==> config.mk <==
export PLATFORM = sky130hd
export DESIGN_NAME = csbi_swap
export DESIGN_NICKNAME = d
export VERILOG_FILES = /design/src/hw/rtl/csbi_pkg.sv /design/src/hw/rtl/csbi_swap.sv
export SDC_FILE = /design/constraint.sdc
export NUM_CORES = 1
export LEC_CHECK = 0
export ABC_CLOCK_PERIOD_IN_PS = 8870
export CORE_MARGIN = 5
export CORE_UTILIZATION = 45
export DETAILED_ROUTE_END_ITERATION = 7
export DONT_BUFFER_PORTS = 1
export GPL_ROUTABILITY_DRIVEN = 0
export REMOVE_ABC_BUFFERS = 1
export SYNTH_ARGS = -nofsm -noshare
export SYNTH_HDL_FRONTEND = slang
export SYNTH_SLANG_ARGS = --single-unit
==> constraint.sdc <==
create_clock -name vclk -period 8.87
set_input_delay 2.661 -clock vclk [all_inputs]
set_output_delay 2.661 -clock vclk [all_outputs]
set_load 0.01 [all_outputs]
==> src/hw/rtl/csbi_pkg.sv <==
package csbi_pkg;

	localparam int CS_COUNT_DEF = 8;

	localparam int OP_W         = 2;
	localparam int IDX_W        = 3;
	localparam int WORD_W       = 32;
	localparam int KIND_W       = 2;
	localparam int MASK_N       = 4;
	localparam int MASK_IDX_W   = 2;
	localparam int ENC_W        = 4;
	localparam int ENC_TABLE_N  = 12;
	localparam int SIZE_FIELD_W = 10;
	localparam int SIZE_W       = SIZE_FIELD_W + 1;
	localparam int SIZE_LSB     = 19;
	localparam int LOW_SH_W     = 4;
	localparam int SHIFT_W      = 5;
	localparam int COUNT_W      = 4;
	localparam int CFG_IDX_W    = 1;
	localparam int CFG_DATA_W   = 1;

	localparam logic [OP_W-1:0] OP_LOAD_BASE = 2'd0;
	localparam logic [OP_W-1:0] OP_LOAD_MASK = 2'd1;
	localparam logic [OP_W-1:0] OP_LOAD_BANK = 2'd2;
	localparam logic [OP_W-1:0] OP_RUN       = 2'd3;

	localparam logic [KIND_W-1:0] KIND_STATUS = 2'd0;
	localparam logic [KIND_W-1:0] KIND_BASE   = 2'd1;
	localparam logic [KIND_W-1:0] KIND_MASK   = 2'd2;

	localparam logic [CFG_IDX_W-1:0] CFG_INTERLEAVE_EN = 1'd0;
	localparam logic [CFG_IDX_W-1:0] CFG_WIDE_MODE     = 1'd1;

	typedef struct packed {
		logic [WORD_W-1:0]  lo_mask;
		logic [WORD_W-1:0]  hi_mask;
		logic [SHIFT_W-1:0] shift_amt;
	} swap_ctrl_t;

	// Low swap bit for each bank encoding; encodings past the table give 0 and are rejected by the setup check.
	function automatic logic [LOW_SH_W-1:0] low_swap_bit(input logic [ENC_W-1:0] enc);
		logic [LOW_SH_W-1:0] r;
		case (enc)
			4'd0:    r = 4'd6;
			4'd1:    r = 4'd7;
			4'd2:    r = 4'd7;
			4'd3:    r = 4'd8;
			4'd4:    r = 4'd8;
			4'd5:    r = 4'd8;
			4'd6:    r = 4'd8;
			4'd7:    r = 4'd8;
			4'd8:    r = 4'd9;
			4'd9:    r = 4'd9;
			4'd10:   r = 4'd8;
			4'd11:   r = 4'd9;
			default: r = 4'd0;
		endcase
		return r;
	endfunction

endpackage

==> src/hw/rtl/csbi_swap.sv <==
module csbi_swap import csbi_pkg::*; (
	input  logic [WORD_W-1:0] value,
	input  swap_ctrl_t        ctrl,
	output logic [WORD_W-1:0] result
);

	logic [WORD_W-1:0] lo_bits;
	logic [WORD_W-1:0] hi_bits;
	logic [WORD_W-1:0] kept;

	// The two groups never overlap: the low group sits below bit 13, the high one at 19 or above.
	always_comb begin
		lo_bits = value & ctrl.lo_mask;
		hi_bits = value & ctrl.hi_mask;
		kept    = value & ~ctrl.lo_mask & ~ctrl.hi_mask;
		result  = kept | (lo_bits << ctrl.shift_amt) | (hi_bits >> ctrl.shift_amt);
	end

endmodule

==> flow_summary.toml <==
[synth]
synth_compound_area_frac = 0.308
synth.avg_cell_area_sq_um = 7.00
synth_area_leaders = "mux4_2 (13%), nand2_1 (8.6%), mux2i_1 (6.0%)"
yosysWarnings = 0
synthCells = 598
netlist_area_sq_um = 4190
synth_cell_types = 71
synth_xor_xnor_area_share = 0
synth_top_cell_by_area = "mux4_2"
synthSimpleGateAreaFrac = 0.385
synth_top_family_by_area = "simple AND/OR/NAND/NOR gates"
synth_fa_ha_area_frac = 0
ys_seq_area_frac = 0
synthDominantCellAreaShare = 0.129
synth_mux_area_frac = 0.241

[layout]
n_antenna_cell = 0
final_area_sq_um = 4080
seq_area_sq_um = 0
layout_common_cells = "nand2_1 (96), nor2_1 (38), o21ai_0 (38)"
nets = 650
multi_input_area_sq_um = 3910
clock_buffers = 0
area_delta_synth_final_pct = -2.63
fillers = 951
layout_commonest_cell = "nand2_1"
design.seq.count = 0
drive_gt1_frac = 0.0878

[floorplanning]
pin_count = 133
start_util = 0.457
die_y_um = 106
core_sq_um = 9150
rows = 35
die_w_um = 106
die-area_sq_um = 11300

[pwr]
internal_power_w = 0.0000876
seqPwrFrac = 0
power_frac_clock = 0
combPwrFrac = 1.000
power_switching_w = 0.000129
p_per_area_nw_per_um2 = 53.0
p_leak_nw = 1.32
finalPower_w = 0.000216
switching_share = 0.595
ir_drop_uv = 18.2

[global_routing]
grt_overflow = 0
grt_pass1_vias = 4708
grt_pass1_wl_um = 26900
grt_util_all_layers = 0.297
grt_max_degree = 112
antenna_found_initial = 0

[routing]
wl_per_cell_um = 27.6
wl_um = 18100
drc = 0
drt-pass1-iter-count = 6
viasPerCell = 8.02
drtAntennaViolNets = 0
num_vias = 5280
drt-initial-drc-count = 791

[sta]
drv_slew = 0
fin_tns_setup_ps = 0
rsz0062_at_grt = "false"
worst_pin_slew_ps = 910
clock.fmax_mhz = 131
finalCriticalPeriod_ps = 7620
setup-violations-final = 0
period_share = 0.859
relSlewSlack = 0.393
hold_viol_final = 0

[clocking]
post_cts_resized = 0
ctsHoldBuffers = 0
postCtsSetupBuffers = 0

[critical_path]
cp-end-kind = "output port"
worstPathArrival_ps = 4960
worstSetupPathType = "in2out"
max_stage_delay_ps = 650
crit_chain = "inv_2 -> mux4_2 -> mux2i_1 -> o21ai_1 -> a2111oi_2 -> o32ai_1"
crit_family = "multiplexers"
critPathMaxFanout = 68
required_ps = 6210
critical-path-slowest-cell = "mux4_2"
path_depth = 6
critPathBufInv = 1
cp-start-kind = "input pin"

[placed_design]
placed_cell_area_sq_um = 4080
dpl.hpwl_um = 13700
port_buffers = 0

[worst_hold_path]
hold_path.startpoint = "ctrl[27]"
holdPathStages = 1
hold_path_class = "in2out"
hold_path_end = "result[22]"

[job]
drv_cap = 0

[status]
outcome = "finished clean"
Yosys cell counts, drive strengths merged (2+ instances only):
cell	n
nand4	18
and4	6
o2111ai	2
nand4b	23
nand2	96
or4bb	5
nor4	3
a221oi	2
a211oi	8
or2	5
o311a	2
a31oi	5
o31ai	3
o311ai	4
o221ai	9
mux2	11
a211o	5
a21oi	24
a21o	3
mux2i	26
a22oi	11
clkbuf	19
and2	24
nand3b	2
o21ai	41
o211ai	13
nor3	6
nand4bb	6
a311oi	2
o22a	7
o211a	2
mux4	27
o22ai	27
nor2b	3
nand2b	8
or3b	2
a2111oi	2
inv	6
nor3b	20
o32ai	4
nand3	21
buf	32
nor2	38
per-stage QoR:
step | std cells | worst slack (ps) | util | hold slack (ps)
after global routing | 658 | 1170 | 0.445 | 5430
after global placement | 658 | 1310 | 0.445 | 5420
after floorplan | 547 | 1700 | - | 5410
after detailed placement | 658 | 1310 | 0.445 | 5420
final | 658 | 1250 | 0.445 | 5420
after CTS | 658 | 1280 | 0.445 | 5420
worst max path at each step:
stage / slack (ps) / from / end
after floorplan: 1700 / ctrl[1] / result[13]
after global placement: 1310 / ctrl[1] / result[22]
after detailed placement: 1310 / ctrl[1] / result[22]
after CTS: 1280 / ctrl[1] / result[22]
after global routing: 1170 / ctrl[1] / result[22]
final: 1250 / ctrl[1] / result[22]
power groups by stage:
stage / sequential, W / clock [W] / combinational, W
finish: 0 / 0 / 0.000216
global route: 0 / 0 / 0.000227
CTS: 0 / 0 / 0.000209
detailed placement: 0 / 0 / 0.000208
global placement: 0 / 0 / 0.000207
floorplan: 0 / 0 / 0.000157
cells by family (layout without fill, tap and decap cells):
kind of cell / count (synthesis) / count (layout)
compound gates: 187 / 187
simple gates: 289 / 289
buf+inv: 58 / 7
mux: 64 / 64
final cells by class:
class / count / share of cell area
Inverter: 7 / 0.00645
Multi-Input combinational cell: 540 / 0.959
Tap cell: 111 / 0.0341
layer usage:
| metal | GRT usage | vias to the layer above | share of wire |
|---|---|---|---|
| met2 | 0.463 | 440 | 0.45 |
| met4 | 0.0776 | 0 | 0.034 |
| met3 | 0.0710 | 54 | 0.15 |
| met5 | 0 | - | 0 |
| met1 | 0.410 | 2501 | 0.37 |
| li1 | - | 2285 | - |
Power figures use the tool's default switching activity.
